**src/rtl/sbkl_pkg.sv**
```systemverilog
// Package for the static search-tree key lookup unit.
// Holds tree geometry constants, payload and control types, and address helpers.
// No dependencies; every other file in rtl/ depends on it.
package sbkl_pkg;

	// Tree geometry.
	localparam int NODE_KEYS = 16;
	localparam int TREE_LEVELS = 3;

	// Fixed field widths.
	localparam int KEY_HIGH_W = 32;
	localparam int KEY_MID_W = 64;
	localparam int KEY_LOW_W = 64;
	localparam int COUNT_W = 31;

	// Number of nodes on one level of the tree.
	function automatic int level_nodes(input int lvl);
		int nodes;
		nodes = 1;
		for (int l = 0; l < TREE_LEVELS; l++) begin
			if (l < lvl) begin
				nodes = nodes * NODE_KEYS;
			end
		end
		return nodes;
	endfunction

	// First store address of one level; levels are packed root first.
	function automatic int level_base(input int lvl);
		int base;
		int nodes;
		base = 0;
		nodes = 1;
		for (int l = 0; l < TREE_LEVELS; l++) begin
			if (l < lvl) begin
				base = base + nodes * NODE_KEYS;
				nodes = nodes * NODE_KEYS;
			end
		end
		return base;
	endfunction

	localparam int STORE_DEPTH = level_base(TREE_LEVELS);
	localparam int ADDR_W = $clog2(STORE_DEPTH);
	localparam int NODE_W = $clog2(level_nodes(TREE_LEVELS - 1));
	localparam int SLOT_W = $clog2(NODE_KEYS);
	localparam int IDX_W = $clog2(NODE_KEYS + 1);
	localparam int LVL_W = $clog2(TREE_LEVELS);

	// Action codes of an input word.
	localparam logic ACT_WRITE = 1'b0;
	localparam logic ACT_SEARCH = 1'b1;

	typedef struct packed {
		logic [KEY_HIGH_W-1:0] high;
		logic [KEY_MID_W-1:0] middle;
		logic [KEY_LOW_W-1:0] low;
	} key_t;

	typedef struct packed {
		key_t key;
		logic [COUNT_W-1:0] count;
	} entry_t;

	typedef struct packed {
		logic action;
		logic [1:0] level;
		logic [7:0] node_index;
		logic [3:0] slot;
		logic [KEY_HIGH_W-1:0] key_high;
		logic [KEY_MID_W-1:0] key_middle;
		logic [KEY_LOW_W-1:0] key_low;
		logic [COUNT_W-1:0] count_in;
	} req_word_t;

	typedef struct packed {
		logic found;
		logic [COUNT_W-1:0] count_out;
	} rsp_word_t;

	// Access request from the sequencer to the key store.
	typedef struct packed {
		logic we;
		logic re;
		logic [ADDR_W-1:0] addr;
		entry_t wentry;
	} store_req_t;

	// Outcome of comparing the searched key with one stored key.
	typedef struct packed {
		logic less;
		logic equal;
	} cmp_res_t;

	typedef enum logic [1:0] {
		ST_IDLE,
		ST_SCAN,
		ST_FIN
	} state_t;

endpackage

```
**src/rtl/sbkl_cmp.sv**
```systemverilog
// Shared 160-bit magnitude comparator of the lookup unit.
// Depends on sbkl_pkg.
module sbkl_cmp (
	input sbkl_pkg::key_t search_key,
	input sbkl_pkg::key_t stored_key,
	output sbkl_pkg::cmp_res_t res
);
	import sbkl_pkg::*;

	// The packed key orders high, middle, low, so a plain compare is lexicographic.
	always_comb begin
		res.less = search_key < stored_key;
		res.equal = search_key == stored_key;
	end

endmodule

```
**config.mk**
```make
export PLATFORM = sky130hd
export DESIGN_NAME = sbkl_cmp
export DESIGN_NICKNAME = d
export VERILOG_FILES = /design/src/rtl/sbkl_pkg.sv /design/src/rtl/sbkl_cmp.sv
export SDC_FILE = /design/constraint.sdc
export NUM_CORES = 1
export LEC_CHECK = 0
export ABC_CLOCK_PERIOD_IN_PS = 2900
export BUFFER_PORTS_ARGS = -buffer_cell sky130_fd_sc_hd__buf_4
export CORE_AREA = 5 5 121 123
export DETAILED_ROUTE_END_ITERATION = 10
export DIE_AREA = 0 0 126 128
export GPL_TIMING_DRIVEN = 0
export PLACE_DENSITY = 0.66
export SYNTH_ARGS = -nofsm -noshare
export SYNTH_HDL_FRONTEND = slang
export SYNTH_SLANG_ARGS = --single-unit
export TNS_END_PERCENT = 100
```
**constraint.sdc**
```tcl
create_clock -name vclk -period 2.9
set_clock_uncertainty 0.2 [all_clocks]
set_input_delay 0.29 -clock vclk [all_inputs]
set_output_delay 0.29 -clock vclk [all_outputs]
set_load 0.02 [all_outputs]
```
Yosys cells after proc, flatten, opt, wreduce, memory -nomap -nowiden:

Cells that the tools add are included.

* $lt $le $gt $ge: 1
* eq/ne operators: 1

Operators by type and width (count)
* 160-bit equality test: 1
* 160-bit less-than comparator: 1

* register bits: 0
* input port bits: 320
* output and inout bits: 2
* word-level logic and storage cells: 2

Depth between registers and ports, before layout:

* word-level depth: 1
* mapped depth: 10
* mapped depth without buffers: 10

Worst setup path after synthesis:

No wires, ideal clock.

* kind: in2out
* from: input port stored_key[139] in the netlist's numbering
* to: output port res[1] in the netlist's numbering
* data arrival time: 2230 ps
* setup slack: 180 ps
* cell stages on the path: 10
* buffers on the path: 0
* cell sequence: inv_1 ha_1 and3_1 a221o_1 a221oi_2 o21ai_1 nor2_1 o21ai_1 or3_1 nor2_1

RTL lines
* from (decl): RTL line sbkl_cmp.sv:5 `input sbkl_pkg::key_t stored_key,`
* to (decl): RTL line sbkl_cmp.sv:6 `output sbkl_pkg::cmp_res_t res`

==> impl_metrics.yaml <==
die:
  rows: 43
  start_util: 0.2996
  fp.dieW_um: 126
  dieArea_um2: 16130
  io_pins: 322
  coreArea_um2: 13560
  fp.dieH_um: 128
placement:
  port_buffers: 322
  gp_congestion: 0.8812
  dp_hpwl_mm: 14.37
  place_inst: 1073
sta:
  drv_slew: 0
  finalSetupViolCount: 0
  hold_violations: 0
  slew_headroom: 0.7546
  fmax_mhz: 355.4
  min_period_over_period: 0.9703
  min_period_ns: 2.814
  worst_pin_slew_ns: 0.3653
  fin_hold_ws_ns: 0.9897
setup_path:
  critPathKind: "in -> out"
  cp.required_ns: 2.41
  cp-end-kind: "primary output"
  worstSetupStartpointType: "input pin"
  worst-path-max-fanout: 3
  arrival_ns: 2.32
final_layout:
  drive_above_1_share: 0.4038
  n_fill_cell: 1409
  clock_buffers: 0
  syn_to_final_growth_pct: 71.51
  flops_and_latches: 0
  multiInputGateArea_um2: 3676
  fin_nets: 1381
  stdcell_count: 1079
  antenna_cells: 0
  register_area_um2: 0
drt:
  drt_iter0_drc: 107
  drtAntennaViolNets: 0
  via_per_inst: 4.618
  wirelength_mm: 15.04
  wl_per_cell_um: 13.94
  drc: 0
  drt_pre_antenna_iters: 4
  vias: 4983
status:
  status: "finished, final reports clean"
grt:
  grt_overflow_total: 0
  globalRouteTotalUtil: 0.1693
  grt_pass1_vias: 4921
  antenna_found_initial: 0
  grt_pass1_wl_mm: 22.80
  grt_start_max_net_pins: 5
synthesis:
  synth-warning-count: 0
  synthCells: 571
  syn_nets: 1051
  yosysSeqAreaShare: 0
  syn_area_um2: 4063
  ys_types: 32
  synth.avg_cell_area_um2: 7.115
power:
  cellPowerDensity_nw_per_um2: 124.0
  vdd_drop_max_mv: 0.06109
  p_leak_nw: 4.249
  total_power_mw: 0.8639
min_path:
  worstHoldPathType: "in -> out"
clocking:
  cts_hold_buf: 0
flow_run:
  drv_cap: 0
synth_stat cells (6+ instances only):
library cell,number,area share
o21ai_1,6,0.0074
nor2_1,16,0.015
ha_1,160,0.49
nand3_1,14,0.017
a21oi_1,51,0.063
nand4_1,31,0.048
o21ai_0,11,0.014
inv_1,160,0.15
nor3_1,13,0.016
a21o_1,35,0.065
a211oi_1,6,0.011
nand2_1,27,0.025
placed cells by master (no fill, tap or decap), types with 4 or more instances in the layout:
cell type  Yosys  final
o21ai_0       11     11
nand2_1       27     27
nand3_1       14     14
nor2_1        16     14
buf_4          0    327
a221oi_1       5      4
inv_1        160    158
nand4_1       31     31
ha_4           0     10
and4_1         5      4
a211oi_1       6      5
a21oi_2        0      4
a21o_1        35     35
nor3_2         0      4
o21ai_1        6      5
ha_1         160    150
a21oi_1       51     47
nor3_1        13      9
worst max-delay path: stages:
cell	delay, ns
buf_4	0.11
ha_1	0.29
nand4_1	0.14
or4_1	0.60
nor3_2	0.26
a21boi_1	0.29
or3_4	0.19
nor2_4	0.04
buf_6	0.12
final timing paths:
check / startpoint / to / slack [ns] / cells after the start
setup / recovery: search_key[159] / res[1] / 0.09 / 9
hold / removal: search_key[159] / res[1] / 0.99 / 7
cells by family after synthesis:
family          after synthesis  share of synthesized area
fa+ha+maj                   160                     0.4928
buf+inv                     160                     0.1478
compound gates              127                     0.1974
simple gates                124                     0.1620
through the flow:
stage | TNS, ns | setup WS (ns) | utilization | instance area [um^2]
CTS | 0 | 0.003193 | 0.4958 | 6721
detailed placement | -0.1512 | -0.1512 | 0.4946 | 6705
global route | -0.01431 | -0.01431 | 0.5139 | 6968
global placement | -0.1443 | -0.1443 | 0.4946 | 6705
floorplan | 0 | 0.1802 | - | 4063
finish | 0 | 0.08618 | 0.5139 | 6968
layer usage:
metal	track usage	part of all wire	wire length [um]
met2	0.3358	0.52	7884
met1	0.1870	0.38	5727
met5	0	0	0
met3	0.04792	0.090	1358
met4	0.007571	0.0046	69
where the power goes:
part           switching (mW)  internal [mW]
registers                   0              0
clock network               0              0
logic                   0.342          0.522
layout make-up:
type                       instances  share of cell area
timing repair buffer             328              0.3539
tap                              180             0.03232
inverter                         160             0.08619
multi-input combinational        411              0.5276
what timing repair did:
action | 4_1_cts | 5_1_grt
buffers inserted | 1 | 5
cloned | 0 | 0
endpoints found under the setup margin | 1 | 1
pin swaps | 7 | 19
resized for setup | 3 | 32
No activity file was read; power rests on OpenSTA's default activity.
