## src/rtl/sbkl_pkg.sv

```systemverilog
// Package for the static search-tree key lookup unit.
// Holds tree geometry constants, payload and control types, and address helpers.
// No dependencies; every other file in rtl/ depends on it.
package sbkl_pkg;

	// Tree geometry.
	localparam int NODE_KEYS = 16;
	localparam int TREE_LEVELS = 3;

	// Fixed field widths.
	localparam int KEY_HIGH_W = 32;
	localparam int KEY_MID_W = 64;
	localparam int KEY_LOW_W = 64;
	localparam int COUNT_W = 31;

	// Number of nodes on one level of the tree.
	function automatic int level_nodes(input int lvl);
		int nodes;
		nodes = 1;
		for (int l = 0; l < TREE_LEVELS; l++) begin
			if (l < lvl) begin
				nodes = nodes * NODE_KEYS;
			end
		end
		return nodes;
	endfunction

	// First store address of one level; levels are packed root first.
	function automatic int level_base(input int lvl);
		int base;
		int nodes;
		base = 0;
		nodes = 1;
		for (int l = 0; l < TREE_LEVELS; l++) begin
			if (l < lvl) begin
				base = base + nodes * NODE_KEYS;
				nodes = nodes * NODE_KEYS;
			end
		end
		return base;
	endfunction

	localparam int STORE_DEPTH = level_base(TREE_LEVELS);
	localparam int ADDR_W = $clog2(STORE_DEPTH);
	localparam int NODE_W = $clog2(level_nodes(TREE_LEVELS - 1));
	localparam int SLOT_W = $clog2(NODE_KEYS);
	localparam int IDX_W = $clog2(NODE_KEYS + 1);
	localparam int LVL_W = $clog2(TREE_LEVELS);

	// Action codes of an input word.
	localparam logic ACT_WRITE = 1'b0;
	localparam logic ACT_SEARCH = 1'b1;

	typedef struct packed {
		logic [KEY_HIGH_W-1:0] high;
		logic [KEY_MID_W-1:0] middle;
		logic [KEY_LOW_W-1:0] low;
	} key_t;

	typedef struct packed {
		key_t key;
		logic [COUNT_W-1:0] count;
	} entry_t;

	typedef struct packed {
		logic action;
		logic [1:0] level;
		logic [7:0] node_index;
		logic [3:0] slot;
		logic [KEY_HIGH_W-1:0] key_high;
		logic [KEY_MID_W-1:0] key_middle;
		logic [KEY_LOW_W-1:0] key_low;
		logic [COUNT_W-1:0] count_in;
	} req_word_t;

	typedef struct packed {
		logic found;
		logic [COUNT_W-1:0] count_out;
	} rsp_word_t;

	// Access request from the sequencer to the key store.
	typedef struct packed {
		logic we;
		logic re;
		logic [ADDR_W-1:0] addr;
		entry_t wentry;
	} store_req_t;

	// Outcome of comparing the searched key with one stored key.
	typedef struct packed {
		logic less;
		logic equal;
	} cmp_res_t;

	typedef enum logic [1:0] {
		ST_IDLE,
		ST_SCAN,
		ST_FIN
	} state_t;

endpackage

```

## src/rtl/sbkl_if.sv

```systemverilog
// Valid/ready channel interfaces for the lookup unit's request and response words.
// Depends on sbkl_pkg for the payload types.
interface sbkl_req_if;
	logic valid;
	logic ready;
	sbkl_pkg::req_word_t data;

	modport source(output valid, output data, input ready);
	modport sink(input valid, input data, output ready);
endinterface

interface sbkl_rsp_if;
	logic valid;
	logic ready;
	sbkl_pkg::rsp_word_t data;

	modport source(output valid, output data, input ready);
	modport sink(input valid, input data, output ready);
endinterface

```

## src/rtl/sbkl_ctrl.sv

```systemverilog
// Sequencer of the lookup unit: accepts words, loads slots, walks the tree one slot per
// cycle through the store and the shared comparator, and holds the response register.
// Depends on sbkl_pkg and sbkl_if.
module sbkl_ctrl (
	input logic clk,
	input logic arst_n,
	sbkl_req_if.sink req,
	sbkl_rsp_if.source rsp,
	output sbkl_pkg::store_req_t store,
	input sbkl_pkg::entry_t rd_entry,
	output sbkl_pkg::key_t key,
	input sbkl_pkg::cmp_res_t cmp
);
	import sbkl_pkg::*;

	state_t state_q, state_d;
	key_t key_q;
	logic [LVL_W-1:0] lvl_q;
	logic [NODE_W-1:0] node_q;
	logic [IDX_W-1:0] issue_q;
	logic [SLOT_W-1:0] pend_idx_q;
	logic pend_q;
	logic res_found_q;
	logic [COUNT_W-1:0] res_count_q;
	logic out_valid_q;
	logic out_found_q;
	logic [COUNT_W-1:0] out_count_q;

	logic accept;
	logic is_search;
	logic wr_ok;
	logic [ADDR_W-1:0] wr_addr;
	logic [ADDR_W-1:0] rd_addr;
	logic issue_ok;
	logic last_lvl;
	logic last_slot;
	logic scan_end;
	logic descend;
	logic out_free;
	logic [NODE_W-1:0] node_next;

	assign accept = req.valid && req.ready;
	assign is_search = req.data.action == ACT_SEARCH;

	// Write address and range check of a slot load.
	always_comb begin
		wr_ok = (int'(req.data.level) < TREE_LEVELS)
			&& (int'(req.data.node_index) < level_nodes(int'(req.data.level)))
			&& (int'(req.data.slot) < NODE_KEYS);
		wr_addr = ADDR_W'(level_base(int'(req.data.level)))
			+ ADDR_W'(req.data.node_index) * ADDR_W'(NODE_KEYS)
			+ ADDR_W'(req.data.slot);
	end

	// Read address of the slot issued this cycle.
	assign rd_addr = ADDR_W'(level_base(int'(lvl_q)))
		+ ADDR_W'(node_q) * ADDR_W'(NODE_KEYS)
		+ ADDR_W'(issue_q);
	assign issue_ok = int'(issue_q) < NODE_KEYS;

	// Scan decisions on the word that came back from the store.
	always_comb begin
		last_lvl = int'(lvl_q) == TREE_LEVELS - 1;
		last_slot = int'(pend_idx_q) == NODE_KEYS - 1;
		scan_end = pend_q && (cmp.equal || (cmp.less && last_lvl)
			|| (!cmp.less && !cmp.equal && last_slot));
		descend = pend_q && cmp.less && !cmp.equal && !last_lvl;
		node_next = node_q * NODE_W'(NODE_KEYS) + NODE_W'(pend_idx_q);
	end

	assign out_free = !out_valid_q || rsp.ready;

	// Next state.
	always_comb begin
		state_d = state_q;
		case (state_q)
			ST_IDLE: begin
				if (accept && is_search) begin
					state_d = ST_SCAN;
				end
			end
			ST_SCAN: begin
				if (scan_end) begin
					state_d = ST_FIN;
				end
			end
			ST_FIN: begin
				if (out_free) begin
					state_d = ST_IDLE;
				end
			end
			default: state_d = ST_IDLE;
		endcase
	end

	// State outputs: handshake ready and store access.
	always_comb begin
		req.ready = 1'b0;
		store.we = 1'b0;
		store.re = 1'b0;
		store.addr = rd_addr;
		store.wentry.key.high = req.data.key_high;
		store.wentry.key.middle = req.data.key_middle;
		store.wentry.key.low = req.data.key_low;
		store.wentry.count = req.data.count_in;
		case (state_q)
			ST_IDLE: begin
				req.ready = 1'b1;
				store.we = accept && !is_search && wr_ok;
				store.addr = wr_addr;
			end
			ST_SCAN: begin
				store.re = issue_ok;
			end
			ST_FIN: begin
				store.re = 1'b0;
			end
			default: begin
				store.re = 1'b0;
			end
		endcase
	end

	// Control registers.
	always_ff @(posedge clk or negedge arst_n) begin
		if (!arst_n) begin
			state_q <= ST_IDLE;
			lvl_q <= '0;
			node_q <= '0;
			issue_q <= '0;
			pend_q <= 1'b0;
			out_valid_q <= 1'b0;
		end else begin
			state_q <= state_d;
			if (state_q == ST_IDLE && accept && is_search) begin
				lvl_q <= '0;
				node_q <= '0;
				issue_q <= '0;
				pend_q <= 1'b0;
			end else if (state_q == ST_SCAN) begin
				pend_q <= issue_ok && !descend && !scan_end;
				if (descend) begin
					lvl_q <= lvl_q + LVL_W'(1);
					node_q <= node_next;
					issue_q <= '0;
				end else if (issue_ok) begin
					issue_q <= issue_q + IDX_W'(1);
				end
			end
			if (state_q == ST_FIN && out_free) begin
				out_valid_q <= 1'b1;
			end else if (rsp.ready) begin
				out_valid_q <= 1'b0;
			end
		end
	end

	// Payload registers: searched key, slot in flight, result and response word.
	always_ff @(posedge clk) begin
		if (state_q == ST_IDLE && accept && is_search) begin
			key_q.high <= req.data.key_high;
			key_q.middle <= req.data.key_middle;
			key_q.low <= req.data.key_low;
		end
		if (state_q == ST_SCAN) begin
			pend_idx_q <= issue_q[SLOT_W-1:0];
		end
		if (state_q == ST_SCAN && scan_end) begin
			res_found_q <= cmp.equal;
			res_count_q <= cmp.equal ? rd_entry.count : '0;
		end
		if (state_q == ST_FIN && out_free) begin
			out_found_q <= res_found_q;
			out_count_q <= res_count_q;
		end
	end

	assign key = key_q;
	assign rsp.valid = out_valid_q;
	assign rsp.data.found = out_found_q;
	assign rsp.data.count_out = out_count_q;

endmodule

```

## src/flat_wrapper.sv

```systemverilog
// flat-port wrapper written by rule: the top's interface ports become plain ports
module sbkl_ctrl_flat import sbkl_pkg::*;
  (clk, arst_n, store, rd_entry, key, cmp, req_valid, req_data, req_ready, rsp_valid, rsp_data, rsp_ready);
  sbkl_req_if req_i ();
  sbkl_rsp_if rsp_i ();
  input logic clk;
  input logic arst_n;
  output sbkl_pkg::store_req_t store;
  input sbkl_pkg::entry_t rd_entry;
  output sbkl_pkg::key_t key;
  input sbkl_pkg::cmp_res_t cmp;
  input wire logic [$bits(req_i.valid)-1:0] req_valid;
  input wire logic [$bits(req_i.data)-1:0] req_data;
  output wire logic [$bits(req_i.ready)-1:0] req_ready;
  output wire logic [$bits(rsp_i.valid)-1:0] rsp_valid;
  output wire logic [$bits(rsp_i.data)-1:0] rsp_data;
  input wire logic [$bits(rsp_i.ready)-1:0] rsp_ready;
  assign req_i.valid = req_valid;
  assign req_i.data = req_data;
  assign req_ready = req_i.ready;
  assign rsp_valid = rsp_i.valid;
  assign rsp_data = rsp_i.data;
  assign rsp_i.ready = rsp_ready;
  sbkl_ctrl u_core (.clk(clk), .arst_n(arst_n), .req(req_i), .rsp(rsp_i), .store(store), .rd_entry(rd_entry), .key(key), .cmp(cmp));
endmodule
```

## config.mk

```make
export PLATFORM = sky130hd
export DESIGN_NAME = sbkl_ctrl_flat
export DESIGN_NICKNAME = d
export VERILOG_FILES = /design/src/rtl/sbkl_pkg.sv /design/src/rtl/sbkl_if.sv /design/src/rtl/sbkl_ctrl.sv /design/src/flat_wrapper.sv
export SDC_FILE = /design/constraint.sdc
export NUM_CORES = 1
export LEC_CHECK = 0
export BUFFER_PORTS_ARGS = -buffer_cell sky130_fd_sc_hd__buf_2
export CORE_AREA = 4 4 311 313
export CTS_CLUSTER_DIAMETER = 200
export DETAILED_ROUTE_END_ITERATION = 12
export DIE_AREA = 0 0 315 317
export GPL_TIMING_DRIVEN = 0
export SLEW_MARGIN = 20
export SYNTH_ARGS = -nofsm -noshare
export SYNTH_HDL_FRONTEND = slang
export SYNTH_SLANG_ARGS = --single-unit
export TNS_END_PERCENT = 1
```

## constraint.sdc

```tcl
create_clock -name clk -period 7.6 [get_ports clk]
set_input_delay 0.38 -clock clk [delete_from_list [all_inputs] [get_ports clk]]
set_output_delay 0.38 -clock clk [all_outputs]
set_load 0.005 [all_outputs]
```

# After elaboration in Yosys (flattened, before gate mapping)
# Index checks and enable logic that the tools add are counted.
[word_totals] word_cells=110 out_inout_bits=400 reg_bits=247 in_bits=403
[op_classes] order_cmp=9 addsub=11 eq_ne=7 mux=33 reduce_logical=36
[ops] cell="$mux W13" n=4
[ops] cell="$mux W5" n=8
[ops] cell="$lt A9 B32 Y1" n=1
[ops] cell="$mux W32" n=1
[ops] cell="$add A13 B12 Y13" n=2
[ops] cell="$add A13 B13 Y13" n=2
[ops] cell="$mux W8" n=3
[ops] cell="$add A5 B9 Y10" n=2
[ops] cell="$logic_and A1 B1 Y1" n=18
[ops] cell="$mux W9" n=2
[ops] cell="$add A13 B4 Y13" n=1
[ops] cell="$add A13 B5 Y13" n=1
[ops] cell="$mux W2" n=6
[ops] cell="$mux W10" n=1
[ops] cell="$add A8 B4 Y8" n=1
[ops] cell="$lt A1 B2 Y1 const A" n=4
[ops] cell="$logic_not A1 Y1" n=7
[ops] cell="$mux W1" n=7
[ops] cell="$ne A2 B1 Y1 const B" n=3
[ops] cell="$pmux W2 S3" n=1
[ops] cell="$reduce_bool A2 Y1" n=3
[ops] cell="$add A5 B1 Y5 const B" n=1
[ops] cell="$lt A5 B5 Y1 const B" n=1
[ops] cell="$eq A2 B2 Y1 const B" n=2
[ops] cell="other kinds (10)" n=14

# Logic depth before layout (Yosys ltp)
[depth] depth_word=9 ltp_mapped=11 depth_no_buf=11

# Least setup slack after synthesis
# No wires, ideal clock.
[synth_path] path_kind="reg2reg" startpoint="register u_core.state_q[0]" endpoint="register u_core.key_q, in the netlist u_core.key[0] (enable)" arrival_ns=2.934 period_less_slack_ns=3.385 n_path_buf=2 path_slack_ns=4.215 required_time_ns=7.149 setup_time_ns=0.451 path_stages_with_launch=7 cell_sequence="dfrtp_1 > or2_1 > buf_6 > inv_4 > nand3_4 > inv_2 > buf_2"
[synth_between] elab_chain_cells=5
[synth_rtl] element="start: declaration" line="sbkl_ctrl.sv:16" source="state_t state_q, state_d;"
[synth_rtl] element="start signal: assignment" line="sbkl_ctrl.sv:134" source="state_q <= state_d;"
[synth_rtl] element="$logic_not A2 Y1 *" line="sbkl_ctrl.sv:106, sbkl_ctrl.sv:160"
[synth_rtl] element="$mux W1" line="sbkl_ctrl.sv:106" source="case (state_q)"
[synth_rtl] element="$logic_and A1 B1 Y1" line="sbkl_ctrl.sv:42" source="assign accept = req.valid && req.ready;"
[synth_rtl] element="$logic_and A1 B1 Y1 * (2 in a row)" line="sbkl_ctrl.sv:160" source="if (state_q == ST_IDLE && accept && is_search) begin"
[synth_rtl] element="end: declaration" line="sbkl_ctrl.sv:17" source="key_t key_q;"
# Every way passes the cells marked *; elsewhere a longest branch is shown, timed or not.
# A chain may end at the register's enable or synchronous reset.

==> impl_results.md <==
* Worst slew margin at 0.560
* Die ar. at 0.0999 mm^2
* Most frequent cell after synthesis: edfxtp_1
* Max Root-Sink Buffers at 3
* Final count of negative-setup-slack endpoints at 0
* DR DRC count at 0
* Worst path required time at 7.22 ns
* Final worst path period share at 0.486
* Slew at the pin closest to its max-slew limit at 0.653 ns
* Max Freq at 271 MHz
* Netlist cell types at 52
* Critical path class: register to primary output
* Worst Path Max Fanout at 4
* Yosys warns at 0
* Post-synthesis register bit count at 247
* Layout cells sized above 1 at 0.578
* Hold Path Cell Cnt at 1
* Ys flop type: edfxtp_1
* R2r startpoint: u_core.state_q[0]
* Die width at 315 um
* Mapped Cells at 654
* RSZ-0062 raised after global routing: no
* Setup ws final at 3.91 ns
* Post-synth top cells: 228 x edfxtp_1, 193 x buf_4, 33 x nand2_1, 31 x and2_1, 19 x dfrtp_1
* Reg2reg setup slack at 5.01 ns
* Final Hold Vio Count at 0
* First DRT Iteration DRCs at 457
* Max IR drop VDD at 0.178 mV
* Clock buffer count from CTS at 30
* Mapped Area at 0.0102 mm^2
* Filler instances at 10200
* Clk_skew at 0.0464 ns
* Wire per inst at 14.7 um
* CTS H-tree depth at 1
* CTS resizes at 0
* Initial antenna violation count at 6
* GPL Wtd Cong at 0.728
* Dominant cells by area after synthesis: edfxtp_1 67%, buf_4 14%, dfrtp_1 4.7%, ha_1 2.2%, and2_1 1.9%
* Min Tclk post-route at 3.69 ns
* Grt ovf at 0
* Final WL at 40800 um
* Register area share after synthesis at 0.718
* Leak Pwr at 0.00765 uW
* Synthesized area per cell at 15.6 um^2
* CTS Hold Buffers Added at 179
* CTS root buf: clkbuf_16
* Core area at 0.0943 mm^2
* Die H at 317 um
* Gr usage total at 0.0738
* DR pass1 iterations at 4
* Status: completed
* Clock Sink Count at 247
* HP Class: input port to register
* Final nets at 1904
* Critical path arrival at 3.31 ns
* Worst Hold End: u_core.key[57]
* Worst-Skew Late Latency at 0.63 ns
* R2R depth at 7
* First-pass GRT wire length at 53800 um
* Power Total at 4060 uW
* Max cap viols at 0
* Place WS at 4.49 ns
* Vias in the first global route at 8196
* Pin count of the biggest net entering global routing at 95
* Via count at 8147
* Post-synth top area share at 0.671
* # port buffers at 611
* Number of flops mapped to enable cells by yosys at 228
* Final ANT Viol Nets at 0
* Syn-to-layout area delta at 73.6%
* PwrDens at 229 mW/mm^2
* Asr flop ratio synth at 0.0769
* Cell taking the most area after synthesis: edfxtp_1
* Setup bufs post-CTS at 0
* Max Slew Vio Count at 0
* Placement Rows at 113
* Setup TNS Final at 0 ns
* Worst-path clk slew at 0.06 ns
* CTS tree: done
* Hold_sp: req_data[88]
* Dpl hpwl at 31000 um
* # IOs at 803
* Critical Path Start Type: register
* Nature of the critical path endpoint: primary output
* R2R Path End: u_core.key[34]
* Initial Util at 0.108
* Vias per cell at 2.94
-- how the worst max path moves through the flow --
stage	startpoint	end	slack, ns	depth (start not counted)
final	u_core.lvl_q[0]	store[202]	3.91	12
after global routing	u_core.lvl_q[0]	store[202]	3.68	12
after CTS	u_core.lvl_q[0]	store[202]	3.80	12
after detailed placement	u_core.lvl_q[0]	store[202]	4.49	12
after global placement	u_core.state_q[0]	u_core.key[47]	2.98	6
after floorplan	u_core.state_q[0]	u_core.key[0]	4.21	6
-- layout by cell type (no fill, tap or decap), types with 12 or more instances in the layout --
master         count
nand2_1           33
edfxtp_1         228
buf_2            612
dfrtp_1           19
dlygate4sd3_1    179
clkbuf_16         30
ha_1              18
buf_4            193
a21oi_1           13
and2_1            31
nor2_1            12
-- critical path: stages (launching register included) --
cell,delay (ns)
dfrtp_1,0.41
inv_1,0.14
ha_1,0.22
inv_1,0.08
and3_1,0.17
ha_1,0.27
ha_1,0.19
inv_1,0.06
fa_1,0.42
o21ai_0,0.23
xnor2_1,0.12
a211oi_2,0.26
buf_2,0.17
-- through the flow --
stage                     area (um^2)  hold slack [ns]   util  std cells
after floorplan                 10200           0.0844      -        655
final                           17700           0.0476  0.188       2772
after detailed placement        15000            0.361  0.159       2534
after CTS                       17700         0.000672  0.188       2769
after global routing            17700           0.0103  0.188       2770
after global placement          14800            0.355  0.157       2531
-- layout make-up --
class | count | area (um^2) | share of cell area
inverter | 12 | 48.8 | 0.00275
timing repair buffer | 793 | 4930 | 0.278
tap | 1265 | 1580 | 0.0893
clock inverter | 23 | 199 | 0.0112
buffer | 202 | 1510 | 0.0853
multi-input combinational | 194 | 1350 | 0.0762
clock buffer | 33 | 762 | 0.0430
antenna | 3 | 7.51 | 0.000424
sequential | 247 | 7320 | 0.413
-- power by group --
| group | internal (uW) | leakage [uW] | switching (uW) |
|---|---|---|---|
| Combinational | 408 | 0.00482 | 471 |
| Clock | 794 | 0.000473 | 609 |
| Sequential | 1710 | 0.00236 | 71.4 |
| Total | 2910 | 0.00765 | 1150 |
-- flip-flops by register name (all words and copies together), names as in the netlist --
register,count
u_core.pend_idx_q,4
u_core.issue_q,5
u_core.pend_q,1
u_core.out_count_q,31
u_core.res_count_q,31
u_core.lvl_q,2
u_core.rsp.valid,1
u_core.state_q,2
u_core.res_found_q,1
u_core.key,160
u_core.out_found_q,1
u_core.node_q,8
-- kinds of logic (layout without fill, tap and decap cells) --
group | after synthesis | in the layout | share of synthesized area
XOR/XNOR | 12 | 12 | 0.0103
flip-flops | 247 | 247 | 0.718
other | 2 | 6 | 0.000736
adder cells (fa/ha/maj) | 21 | 21 | 0.0280
AND/OR/NAND/NOR | 113 | 113 | 0.0603
AO/OA/AOI/OAI | 38 | 38 | 0.0243
buffers and inverters | 214 | 1063 | 0.152
multiplexers | 7 | 7 | 0.00687
-- per-layer routing --
layer  global-route usage  routed length (um)  up-vias
met5                    0                   0        -
met4               0.0300                1580        0
met3               0.0296                5130       68
met2                0.121               19100      500
met1               0.0856               15000     3797
li1                     -                   -     3782
No activity file was read; power rests on OpenSTA's default activity.
